### config.mk
export PLATFORM = sky130hd
export DESIGN_NAME = scanline_widest_run_center
export DESIGN_NICKNAME = d
export VERILOG_FILES = /design/src/rtl/core/swrc_pkg.sv /design/src/rtl/core/scanline_widest_run_center.sv
export SDC_FILE = /design/constraint.sdc
export NUM_CORES = 1
export LEC_CHECK = 0
export BUFFER_PORTS_ARGS = -buffer_cell sky130_fd_sc_hd__buf_2
export CAP_MARGIN = 20
export CORE_AREA = 4 4 218 220
export DETAILED_ROUTE_END_ITERATION = 10
export DIE_AREA = 0 0 222 224
export HOLD_SLACK_MARGIN = 0.12
export PLACE_DENSITY = 0.55
export SETUP_SLACK_MARGIN = 0.4
export SLEW_MARGIN = 10
export SYNTH_ARGS = -nofsm -noshare
export SYNTH_HDL_FRONTEND = slang
export SYNTH_SLANG_ARGS = --single-unit
export TNS_END_PERCENT = 10
### constraint.sdc
create_clock -name clk -period 10.65 [get_ports clk]
set_input_delay 1.5975 -clock clk [delete_from_list [all_inputs] [get_ports clk]]
set_output_delay 1.5975 -clock clk [all_outputs]
set_load 0.01 [all_outputs]
### src/rtl/core/swrc_pkg.sv
// types and constants for the scanline widest run center block
// no dependencies

package swrc_pkg;

  typedef enum logic [1:0] {
    CLASS_BLACK   = 2'd0,
    CLASS_WHITE   = 2'd1,
    CLASS_NEITHER = 2'd2,
    CLASS_UNIFORM = 2'd3
  } row_class_t;

  typedef enum logic [1:0] {
    REG_ROW_WIDTH      = 2'd0,
    REG_UNIFORM_MARGIN = 2'd1,
    REG_RATIO_LIMIT    = 2'd2
  } reg_index_t;

  localparam int COUNT_W = 11;
  localparam int OUT_W   = 10;
  localparam int RATIO_W = 6;
  localparam int ADDR_W  = 4;
  localparam int DATA_W  = 32;

  localparam logic [COUNT_W-1:0] COUNT_MAX        = 11'd2047;
  localparam logic [10:0]        ROW_WIDTH_RESET  = 11'd640;
  localparam logic [9:0]         MARGIN_RESET     = 10'd10;
  localparam logic [5:0]         RATIO_RESET      = 6'd10;

endpackage

### src/rtl/core/scanline_widest_run_center.sv
// scanline widest run center: pixel tracking, row snapshot, row classification
// depends on swrc_pkg

// Takes one thresholded pixel per transaction and returns one result per row,
// on the transaction that carries row_end. A pixel is accepted every cycle
// while in_stall is low; its run tracking is a few compares on the column
// counter. The row's final counts and best runs go into a snapshot register,
// and the classification (distance compares and two small ratio multiplies)
// fills the output register once that register is free or being taken.
// in_stall rises only when a snapshot waits behind a stalled output. The user
// must write configuration through the APB port while the block is idle; the block does not enforce it.
module scanline_widest_run_center #(
  parameter int MAX_WIDTH = 1024
) (
  input  logic                         clk,
  input  logic                         rst,
  input  logic                         psel,
  input  logic                         penable,
  input  logic                         pwrite,
  input  logic [swrc_pkg::ADDR_W-1:0]  paddr,
  input  logic [swrc_pkg::DATA_W-1:0]  pwdata,
  output logic [swrc_pkg::DATA_W-1:0]  prdata,
  output logic                         pready,
  input  logic                         in_valid,
  output logic                         in_stall,
  input  logic                         pixel_white,
  input  logic                         row_end,
  output logic                         out_valid,
  input  logic                         out_stall,
  output logic [1:0]                   row_class,
  output logic                         run_found,
  output logic [swrc_pkg::OUT_W-1:0]   run_center,
  output logic [swrc_pkg::OUT_W-1:0]   run_span
);

  localparam int CW = $clog2(MAX_WIDTH);
  localparam int LW = (CW + 1 > 11) ? CW + 1 : 11;
  localparam int PW = swrc_pkg::COUNT_W + swrc_pkg::RATIO_W + 1;

  // configuration
  logic [10:0]                   row_width;
  logic [9:0]                    uniform_margin;
  logic [swrc_pkg::RATIO_W-1:0]  ratio_limit;
  logic                          cfg_write;
  swrc_pkg::reg_index_t          cfg_sel;

  assign pready    = 1'b1;
  assign cfg_sel   = swrc_pkg::reg_index_t'(paddr[3:2]);
  assign cfg_write = psel && penable && pwrite && pready;

  always_ff @(posedge clk) begin
    if (rst) begin
      row_width      <= swrc_pkg::ROW_WIDTH_RESET;
      uniform_margin <= swrc_pkg::MARGIN_RESET;
      ratio_limit    <= swrc_pkg::RATIO_RESET;
    end else if (cfg_write) begin
      case (cfg_sel)
        swrc_pkg::REG_ROW_WIDTH:      row_width      <= pwdata[10:0];
        swrc_pkg::REG_UNIFORM_MARGIN: uniform_margin <= pwdata[9:0];
        swrc_pkg::REG_RATIO_LIMIT:    ratio_limit    <= pwdata[swrc_pkg::RATIO_W-1:0];
        default: ;
      endcase
    end
  end

  always_comb begin
    case (cfg_sel)
      swrc_pkg::REG_ROW_WIDTH:      prdata = swrc_pkg::DATA_W'(row_width);
      swrc_pkg::REG_UNIFORM_MARGIN: prdata = swrc_pkg::DATA_W'(uniform_margin);
      swrc_pkg::REG_RATIO_LIMIT:    prdata = swrc_pkg::DATA_W'(ratio_limit);
      default:                      prdata = '0;
    endcase
  end

  // pipeline control
  logic snap_valid;
  logic out_load;
  logic accept;

  assign out_load = snap_valid && (!out_valid || !out_stall);
  assign in_stall = snap_valid && !out_load;
  assign accept   = in_valid && !in_stall;

  // row state
  logic [CW-1:0]                 column;
  logic [swrc_pkg::COUNT_W-1:0]  white_count;
  logic [swrc_pkg::COUNT_W-1:0]  black_count;
  logic                          prev_pixel;
  logic [CW-1:0]                 run_start;
  logic [CW-1:0]                 best_white_min;
  logic [CW-1:0]                 best_white_span;
  logic [CW-1:0]                 best_black_min;
  logic [CW-1:0]                 best_black_span;

  logic [swrc_pkg::COUNT_W-1:0]  white_count_next;
  logic [swrc_pkg::COUNT_W-1:0]  black_count_next;
  logic [CW-1:0]                 run_start_next;
  logic [CW-1:0]                 best_white_min_next;
  logic [CW-1:0]                 best_white_span_next;
  logic [CW-1:0]                 best_black_min_next;
  logic [CW-1:0]                 best_black_span_next;
  logic [LW-1:0]                 limit;
  logic                          in_window;
  logic                          run_cont;
  logic [CW-1:0]                 cur_span;

  always_comb begin
    limit = (LW'(row_width) > LW'(MAX_WIDTH)) ? LW'(MAX_WIDTH) : LW'(row_width);
    in_window = (column >= CW'(2)) && (LW'(column) + LW'(2) <= limit);
    run_cont  = (column >= CW'(3)) && (pixel_white == prev_pixel);

    white_count_next = white_count;
    black_count_next = black_count;
    if (pixel_white) begin
      if (white_count < swrc_pkg::COUNT_MAX) white_count_next = white_count + 1'b1;
    end else begin
      if (black_count < swrc_pkg::COUNT_MAX) black_count_next = black_count + 1'b1;
    end

    run_start_next       = run_start;
    best_white_min_next  = best_white_min;
    best_white_span_next = best_white_span;
    best_black_min_next  = best_black_min;
    best_black_span_next = best_black_span;
    cur_span             = column - run_start_next;
    if (in_window) begin
      if (!run_cont) run_start_next = column;
      cur_span = column - run_start_next;
      if (pixel_white) begin
        if (cur_span > best_white_span) begin
          best_white_span_next = cur_span;
          best_white_min_next  = run_start_next;
        end
      end else begin
        if (cur_span > best_black_span) begin
          best_black_span_next = cur_span;
          best_black_min_next  = run_start_next;
        end
      end
    end
  end

  always_ff @(posedge clk) begin
    if (rst || (accept && row_end)) begin
      column          <= '0;
      white_count     <= swrc_pkg::COUNT_W'(1);
      black_count     <= swrc_pkg::COUNT_W'(1);
      prev_pixel      <= 1'b0;
      run_start       <= '0;
      best_white_min  <= '0;
      best_white_span <= '0;
      best_black_min  <= '0;
      best_black_span <= '0;
    end else if (accept) begin
      if (column < CW'(MAX_WIDTH - 1)) column <= column + 1'b1;
      white_count     <= white_count_next;
      black_count     <= black_count_next;
      prev_pixel      <= pixel_white;
      run_start       <= run_start_next;
      best_white_min  <= best_white_min_next;
      best_white_span <= best_white_span_next;
      best_black_min  <= best_black_min_next;
      best_black_span <= best_black_span_next;
    end
  end

  // row snapshot
  logic [swrc_pkg::COUNT_W-1:0]  snap_white;
  logic [swrc_pkg::COUNT_W-1:0]  snap_black;
  logic [CW-1:0]                 snap_white_min;
  logic [CW-1:0]                 snap_white_span;
  logic [CW-1:0]                 snap_black_min;
  logic [CW-1:0]                 snap_black_span;

  always_ff @(posedge clk) begin
    if (rst) begin
      snap_valid <= 1'b0;
    end else if (accept && row_end) begin
      snap_valid <= 1'b1;
    end else if (out_load) begin
      snap_valid <= 1'b0;
    end
  end

  always_ff @(posedge clk) begin
    if (accept && row_end) begin
      snap_white      <= white_count_next;
      snap_black      <= black_count_next;
      snap_white_min  <= best_white_min_next;
      snap_white_span <= best_white_span_next;
      snap_black_min  <= best_black_min_next;
      snap_black_span <= best_black_span_next;
    end
  end

  // classification
  logic [swrc_pkg::COUNT_W-1:0]  dist_white;
  logic [swrc_pkg::COUNT_W-1:0]  dist_black;
  logic [PW-1:0]                 white_bound;
  logic [PW-1:0]                 black_bound;
  logic [PW-1:0]                 ratio_plus;
  logic                          is_uniform;
  logic                          white_dom;
  logic                          black_dom;
  swrc_pkg::row_class_t          class_next;
  logic                          found_next;
  logic [CW-1:0]                 sel_min;
  logic [CW-1:0]                 sel_span;
  logic [CW:0]                   end_sum;

  always_comb begin
    dist_white = (snap_white > row_width) ? snap_white - row_width : row_width - snap_white;
    dist_black = (snap_black > row_width) ? snap_black - row_width : row_width - snap_black;
    is_uniform = (dist_white < swrc_pkg::COUNT_W'(uniform_margin)) ||
                 (dist_black < swrc_pkg::COUNT_W'(uniform_margin));
    ratio_plus  = PW'(ratio_limit) + PW'(1);
    white_bound = ratio_plus * PW'(snap_black);
    black_bound = ratio_plus * PW'(snap_white);
    white_dom   = (snap_white > snap_black) && (PW'(snap_white) < white_bound);
    black_dom   = (snap_black > snap_white) && (PW'(snap_black) < black_bound);

    priority if (is_uniform) class_next = swrc_pkg::CLASS_UNIFORM;
    else if (white_dom)      class_next = swrc_pkg::CLASS_WHITE;
    else if (black_dom)      class_next = swrc_pkg::CLASS_BLACK;
    else                     class_next = swrc_pkg::CLASS_NEITHER;

    sel_min    = '0;
    sel_span   = '0;
    found_next = 1'b0;
    if (class_next == swrc_pkg::CLASS_BLACK && snap_white_span != '0) begin
      found_next = 1'b1;
      sel_min    = snap_white_min;
      sel_span   = snap_white_span;
    end else if (class_next == swrc_pkg::CLASS_WHITE && snap_black_span != '0) begin
      found_next = 1'b1;
      sel_min    = snap_black_min;
      sel_span   = snap_black_span;
    end
    end_sum = (CW + 1)'(sel_min) + (CW + 1)'(sel_min) + (CW + 1)'(sel_span);
  end

  // output register
  always_ff @(posedge clk) begin
    if (rst) begin
      out_valid <= 1'b0;
    end else if (out_load) begin
      out_valid <= 1'b1;
    end else if (!out_stall) begin
      out_valid <= 1'b0;
    end
  end

  always_ff @(posedge clk) begin
    if (out_load) begin
      row_class  <= class_next;
      run_found  <= found_next;
      run_center <= swrc_pkg::OUT_W'(end_sum[CW:1]);
      run_span   <= swrc_pkg::OUT_W'(sel_span);
    end
  end

  // checks
  a_stall_needs_snap: assert property (@(posedge clk) disable iff (rst)
    in_stall |-> snap_valid && out_valid && out_stall)
    else $error("input stalled without a blocked snapshot");

  a_row_end_snap: assert property (@(posedge clk) disable iff (rst)
    accept && row_end |=> snap_valid)
    else $error("row end transaction did not fill the snapshot");

  a_row_end_clear: assert property (@(posedge clk) disable iff (rst)
    accept && row_end |=> column == '0 && white_count == swrc_pkg::COUNT_W'(1))
    else $error("row state not cleared after row end");

  a_no_run_unclassed: assert property (@(posedge clk) disable iff (rst)
    out_valid && (row_class == swrc_pkg::CLASS_NEITHER || row_class == swrc_pkg::CLASS_UNIFORM)
    |-> !run_found && run_span == '0 && run_center == '0)
    else $error("run reported for a row without a dominant color");

endmodule

* Yosys cells after proc, flatten, opt, wreduce, memory -nomap -nowiden
Index checks and enable logic that the tools add are counted.
Widths: inputs -> output; s select.
** Storage, ports and cells
- Register bits after elaboration :: 197
- Output and inout port bits :: 58
** Operators by class
- $lt $le $gt $ge :: 17
- Reductions and logical operators :: 29
- $add $sub $neg :: 12
- Equality and inequality tests :: 5
- $mul :: 2
- Muxes and demuxes :: 34
** Operator list (count)
- $mux 10 :: 18
- $mux 11 :: 7
- $gt 11x11->1 :: 4
- $sub 11x11->11 :: 4
- $lt 11x18->1 :: 2
- $mul 7x11->18 :: 2
- $pmux 11 s3 :: 1
- $add 11x1->11 const B :: 2
- $lt 11x10->1 :: 2
- $lt 11x11->1 const B :: 2
- $ge 10x2->1 const B :: 2
- $gt 10x10->1 :: 2
- $reduce_bool 10->1 :: 2
- $logic_and 1x1->1 :: 12
- $add 10x10->11 :: 1
- $add 10x2->11 const B :: 1
- $add 11x10->11 :: 1
- $gt 11x11->1 const B :: 1
- $le 11x11->1 :: 1
- $add 10x1->10 const B :: 1
- $lt 10x10->1 const B :: 1
- $reduce_and 2->1 :: 5
- $sub 10x10->10 :: 1
- $add 6x1->7 const B :: 1
- 10 further kinds :: 23

* Longest topological paths before layout
- Depth after elaboration :: 13
- Mapped depth :: 40

* Worst setup path after synthesis
OpenSTA, ideal clock, no wires.
- Path kind :: register to register
- Start point :: reg ratio_limit[1] (netlist bit)
- End point :: reg run_center[8] (netlist bit) (data pin)
- Path slack :: 2.404 ns
- Cell stages (with the launch flop) :: 36
- Path buffers :: 2
- Arrival :: 7.989 ns
- Period minus slack after synthesis :: 8.246 ns
- Data required time :: 10.392 ns
- Path through :: dfxtp_1 -> ha_1 -> nand3_1 -> xor2_1 -> clkbuf_1 -> nor2_1 -> fa_1 -> fa_1 -> fa_1 -> inv_1 -> fa_1 -> inv_1 -> ha_1 -> nand2_1 -> nor3b_1 -> a211oi_1 -> xnor2_1 -> ha_1 -> o22ai_1 -> a211o_1 -> a211oi_1 -> nand4_1 -> nor3_1 -> a21oi_4 -> buf_2 -> a22oi_1 -> nor2_1 -> ha_1 -> fa_1 -> a21o_1 -> a21oi_1 -> o21bai_1 -> a21oi_1 -> o21bai_1 -> a21oi_1 -> xnor2_1
** Between the ends
- Word-level cells in the longest chain between the ends :: 13
** Ends and longest elaborated chain
- start: declaration :: RTL line scanline_widest_run_center.sv:43 : logic [swrc_pkg::RATIO_W-1:0] ratio_limit;
- start signal: assignment :: RTL line scanline_widest_run_center.sv:55 : ratio_limit <= swrc_pkg::RATIO_RESET;
- start signal: assignment :: RTL line scanline_widest_run_center.sv:60 : swrc_pkg::REG_RATIO_LIMIT: ratio_limit <= pwdata[swrc_pkg::RATIO_W-1:0];
- $add 6x1->7 * :: RTL line scanline_widest_run_center.sv:216 : ratio_plus = PW'(ratio_limit) + PW'(1);
- $mul 7x11->18 :: RTL line scanline_widest_run_center.sv:218 : black_bound = ratio_plus * PW'(snap_white);
- $lt 11x18->1 :: RTL line scanline_widest_run_center.sv:220 : black_dom = (snap_black > snap_white) && (PW'(snap_black) < black_bound);
- $logic_and 1x1->1 :: RTL line scanline_widest_run_center.sv:220
- $mux 2 :: RTL line scanline_widest_run_center.sv:224 : else if (black_dom) class_next = swrc_pkg::CLASS_BLACK;
- $mux 2 * :: RTL line scanline_widest_run_center.sv:223 : else if (white_dom) class_next = swrc_pkg::CLASS_WHITE;
- $mux 2 * :: RTL line scanline_widest_run_center.sv:222 : priority if (is_uniform) class_next = swrc_pkg::CLASS_UNIFORM;
- $eq 2x1->1 :: RTL line scanline_widest_run_center.sv:234 : end else if (class_next == swrc_pkg::CLASS_WHITE && snap_black_span != '0) begin
- $logic_and 1x1->1 :: RTL line scanline_widest_run_center.sv:234
- $mux 10 :: RTL line scanline_widest_run_center.sv:234
- $mux 10 :: RTL line scanline_widest_run_center.sv:230 : if (class_next == swrc_pkg::CLASS_BLACK && snap_white_span != '0) begin
- $add 10x10->11 :: RTL line scanline_widest_run_center.sv:239 : end_sum = (CW + 1)'(sel_min) + (CW + 1)'(sel_min) + (CW + 1)'(sel_span);
- $add 11x10->11 * :: RTL line scanline_widest_run_center.sv:239
- via end_sum[9] :: RTL line scanline_widest_run_center.sv:209 : logic [CW:0] end_sum;
- end signal: assignment :: RTL line scanline_widest_run_center.sv:257 : run_center <= swrc_pkg::OUT_W'(end_sum[CW:1]);
- end: declaration :: RTL line scanline_widest_run_center.sv:32 : output logic [swrc_pkg::OUT_W-1:0] run_center,
The timed path passes the listed nets; every way through them passes the cells marked *.
A chain may end at the register's enable or synchronous reset.

* Final worst setup path
- Start point :: reg ratio_limit[0] (netlist bit)
- End point :: reg run_center[8] (netlist bit) (data pin)
** RTL lines
- $add 6x1->7 * :: RTL line scanline_widest_run_center.sv:216
- $mul 7x11->18 :: RTL line scanline_widest_run_center.sv:218
- $lt 11x18->1 :: RTL line scanline_widest_run_center.sv:220
- $logic_and 1x1->1 :: RTL line scanline_widest_run_center.sv:220
- $mux 2 :: RTL line scanline_widest_run_center.sv:224
- $mux 2 * :: RTL line scanline_widest_run_center.sv:223
- $mux 2 * :: RTL line scanline_widest_run_center.sv:222
- $eq 2x1->1 :: RTL line scanline_widest_run_center.sv:234
- $logic_and 1x1->1 :: RTL line scanline_widest_run_center.sv:234
- $mux 10 :: RTL line scanline_widest_run_center.sv:234
- $mux 10 * :: RTL line scanline_widest_run_center.sv:230
- via sel_span[1] :: RTL line scanline_widest_run_center.sv:208 : logic [CW-1:0] sel_span;
- $add 11x10->11 * :: RTL line scanline_widest_run_center.sv:239
- via end_sum[9] :: RTL line scanline_widest_run_center.sv:209
Marked as above.

==> results.sh <==
export IMPL_status="finished clean"
export IMPL_worst_pin_slew_ns=1.10
export IMPL_finalSetupViolations=0
export IMPL_htreeDepth=4
export IMPL_layout_filler_cells=4529
export IMPL_yosys_area_share_simple_pct=16.1
export IMPL_numPortBuffers=57
export IMPL_startpoint="ratio_limit[0]$_SDFFE_PP0P_"
export IMPL_cts_sinks=197
export IMPL_grt_max_degree=62
export IMPL_fmax_ghz=0.105
export IMPL_skew_ns=0.0190
export IMPL_ys_warn_count=0
export IMPL_whs_ns=0.472
export IMPL_async_reset_ff_share_pct=0
export IMPL_drv_slew=0
export IMPL_peakVddDrop_v=0.000111
export IMPL_ios=103
export IMPL_die_w_um=222
export IMPL_setup_ws_ns=1.14
export IMPL_r2r_end="run_center[8]$_DFFE_PP_"
export IMPL_synthDistinctLibCells=76
export IMPL_clk_latency_ns=0.47
export IMPL_synthAdderAreaFrac_pct=25.5
export IMPL_hold_buffers=0
export IMPL_root_buffer="clkbuf_16"
export IMPL_grt_usage_pct=20.2
export IMPL_p_leak_nw=8.53
export IMPL_ant_nets=0
export IMPL_grt_overflow=0
export IMPL_crit_path_frequent_cell="fa_1"
export IMPL_via_per_inst=5.38
export IMPL_die_h_um=224
export IMPL_ys_flop_type="dfxtp_1"
export IMPL_grt_pass1_wl_um=80600
export IMPL_clockPowerShare_pct=30.8
export IMPL_synth_area_um2=18100
export IMPL_reg2reg_depth=34
export IMPL_cpPeakStageDelay_ns=0.67
export IMPL_pwr_share_comb_pct=29.7
export IMPL_ys_ff_latch=197
export IMPL_synth_avg_cell_area_um2=8.69
export IMPL_endpoint_kind="flip-flop"
export IMPL_wl_per_cell_um=18.5
export IMPL_nets=2457
export IMPL_synthMuxAreaShare_pct=3.58
export IMPL_min_period_over_period_pct=89.3
export IMPL_pwr_density_cell_nw_per_um2=111
export IMPL_grt_setup_unrepaired="false"
export IMPL_crit_end="run_center[8]$_DFFE_PP_"
export IMPL_route_detailed_drc=0
export IMPL_synth_xor_area_share_pct=4.51
export IMPL_tritoncts="yes"
export IMPL_drtIter0Drc=976
export IMPL_dr_total_vias=14600
export IMPL_fin_crit_ns=9.51
export IMPL_gp_congestion=0.879
export IMPL_grt_pass1_vias=14600
export IMPL_clk_pin_slew_ns=0.08
export IMPL_antenna_found_initial=1
export IMPL_r2r_slack_ns=1.14
export IMPL_wirelength_um=50100
export IMPL_finalNonFillerCells=2713
export IMPL_critPathArrivalTime_ns=9.73
export IMPL_synth_compound_area_share_pct=15.9
export IMPL_cpMaxStageDelayCell="nor3_1"
export IMPL_cts_buffers=17
export IMPL_rows=78
export IMPL_hold_viol_final=0
export IMPL_initial_core_util_pct=39.9
export IMPL_drive_gt1_share_pct=7.34
export IMPL_cp_max_fo=26
export IMPL_r2r_start="ratio_limit[0]$_SDFFE_PP0P_"
export IMPL_dieArea_um2=49700
export IMPL_first_pass_iters=5
export IMPL_relSlewSlack_pct=26.5
export IMPL_dpl_cell_count=2681
export IMPL_fin_tns_setup_ns=0
export IMPL_synth_top_family_by_area="adder cells"
export IMPL_p_seq_share_pct=39.4
export IMPL_p_sw_share_pct=34.8
export IMPL_ctsLongestPathBuffers=2
export IMPL_area_growth_pct=8.36
export IMPL_power_mw=2.17
export IMPL_antenna_cells=0
export IMPL_ys_seq_area_share_pct=26.6
export IMPL_hold_class="reg -> reg"
export IMPL_hpwl_um=38800
export IMPL_synth_cells=2078
export IMPL_power_switching_mw=0.756
export IMPL_worstPathRequired_ns=10.87
export IMPL_place_ws_ns=0.900
export IMPL_synth_edf_count=85
export IMPL_maxCapViolations=0
export IMPL_power_report_internal_total_mw=1.42
export IMPL_crit_type="reg -> reg"
export IMPL_core_um2=45300
export IMPL_startpoint_type="flip-flop"
logic make-up after synthesis:
group,count (synthesis)
xor+xnor,93
simple gates,634
flops,197
buf+inv,346
compound gates,432
other cells,2
fa+ha+maj,312
mux,62
synth_stat cells (all sizes together) (20+ instances only):
| library cell | instances | share of area (%) |
|---|---|---|
| a21o | 42 | 1.7 |
| nor2 | 194 | 4.0 |
| a211oi | 43 | 1.8 |
| ha | 218 | 15 |
| edfxtp | 85 | 14 |
| xnor2 | 44 | 2.1 |
| nor3 | 34 | 0.94 |
| o21a | 22 | 0.91 |
| dfxtp | 112 | 12 |
| mux2i | 42 | 2.3 |
| fa | 94 | 10 |
| mux2 | 20 | 1.2 |
| nand2 | 210 | 4.4 |
| nand3 | 47 | 1.3 |
| a21oi | 117 | 3.3 |
| xor2 | 49 | 2.4 |
| o21ai | 80 | 2.2 |
| clkbuf | 62 | 1.3 |
| inv | 244 | 5.1 |
| buf | 40 | 1.4 |
| and2 | 40 | 1.4 |
state kept, by name, indices dropped and copies added (netlist names), 2 cells and up:
register and flops:
best_black_min 10, best_black_span 10, best_white_min 10, best_white_span 10, black_count 11, column 10
ratio_limit 6, row_class 2, row_width 11, run_center 10, run_span 10, run_start 10
snap_black 11, snap_black_min 10, snap_black_span 10, snap_white 11, snap_white_min 10, snap_white_span 10
uniform_margin 10, white_count 11
worst max-delay path, delay by kind of cell (launching register included):
family	cells	cell delay [ns]
DFF	1	0.34
and+or+nand+nor	6	1.27
buffers and inverters	5	0.72
adders and majority gates	8	3.45
AOI/OAI and AO/OA	12	2.52
xor gates and xnor gates	3	0.92
cells in the final DEF (no fill, tap or decap), types with 7 or more instances in the layout:
cell type / n
o31ai_1: 16
a211oi_1: 43
nand2_1: 210
nor2b_1: 17
a21oi_1: 115
a311oi_1: 12
mux2i_1: 42
a211o_1: 10
mux2_2: 15
buf_4: 27
edfxtp_1: 85
a31oi_1: 10
inv_1: 242
dfxtp_1: 112
o21ai_0: 71
nand3_1: 47
o21a_1: 22
ha_1: 218
conb_1: 22
clkbuf_16: 18
nor2_1: 191
a21o_1: 42
nor3_1: 34
xor2_1: 48
o211ai_1: 8
nand2b_1: 19
nand4_1: 19
xnor2_1: 43
o21ai_1: 9
nor4_1: 7
and2_1: 40
fa_1: 94
a22oi_1: 19
and3_1: 16
buf_2: 57
or3_1: 7
power groups by stage:
stage	sequential [mW]	combinational, mW	clock (mW)
after CTS	0.856	0.649	0.693
after detailed placement	0.874	0.644	0
after global placement	0.873	0.626	0
after floorplan	0.865	0.484	0
final	0.857	0.647	0.671
after global routing	0.860	0.736	0.719
layout make-up:
class                           count  area (um^2)  share of cell area (%)
Clock buffer                       18          450                    2.30
Inverter                          244          916                    4.68
Multi-Input combinational cell   1555        12000                    61.2
Tap cell                          600          751                    3.84
Timing Repair Buffer               85          515                    2.63
Clock inverter                     14          161                   0.825
Sequential cell                   197         4790                    24.5
timing repair:
| item | in CTS | in global routing |
|---|---|---|
| setup endpoints to repair | 0 | 2 |
| buffers inserted | 0 | 0 |
| gates resized for setup | 0 | 5 |
worst min path at each step:
stage                                       start                 endpoint  slack, ns  depth (start not counted)
after floorplan           prev_pixel$_SDFFE_PP0P_  prev_pixel$_SDFFE_PP0P_       0.45                          2
after global placement    prev_pixel$_SDFFE_PP0P_  prev_pixel$_SDFFE_PP0P_       0.46                          2
after detailed placement  prev_pixel$_SDFFE_PP0P_  prev_pixel$_SDFFE_PP0P_       0.46                          2
after CTS                 prev_pixel$_SDFFE_PP0P_  prev_pixel$_SDFFE_PP0P_       0.47                          2
after global routing      prev_pixel$_SDFFE_PP0P_  prev_pixel$_SDFFE_PP0P_       0.50                          2
final                     prev_pixel$_SDFFE_PP0P_  prev_pixel$_SDFFE_PP0P_       0.47                          2
per-layer routing:
metal / vias to the layer above / global-route usage [%] / share of wire (%)
met2: 320 / 32.0 / 44
li1: 7153 / - / -
met4: 0 / 5.44 / 2.2
met1: 7063 / 29.0 / 49
met3: 60 / 2.88 / 4.7
met5: - / 0 / 0
stage by stage:
stage | utilization, % | instance area, um^2
floorplan | - | 18100
global placement | 41.7 | 18900
detailed placement | 41.8 | 18900
CTS | 43.1 | 19500
global route | 43.2 | 19600
finish | 43.2 | 19600
No activity file was read; power rests on OpenSTA's default activity.
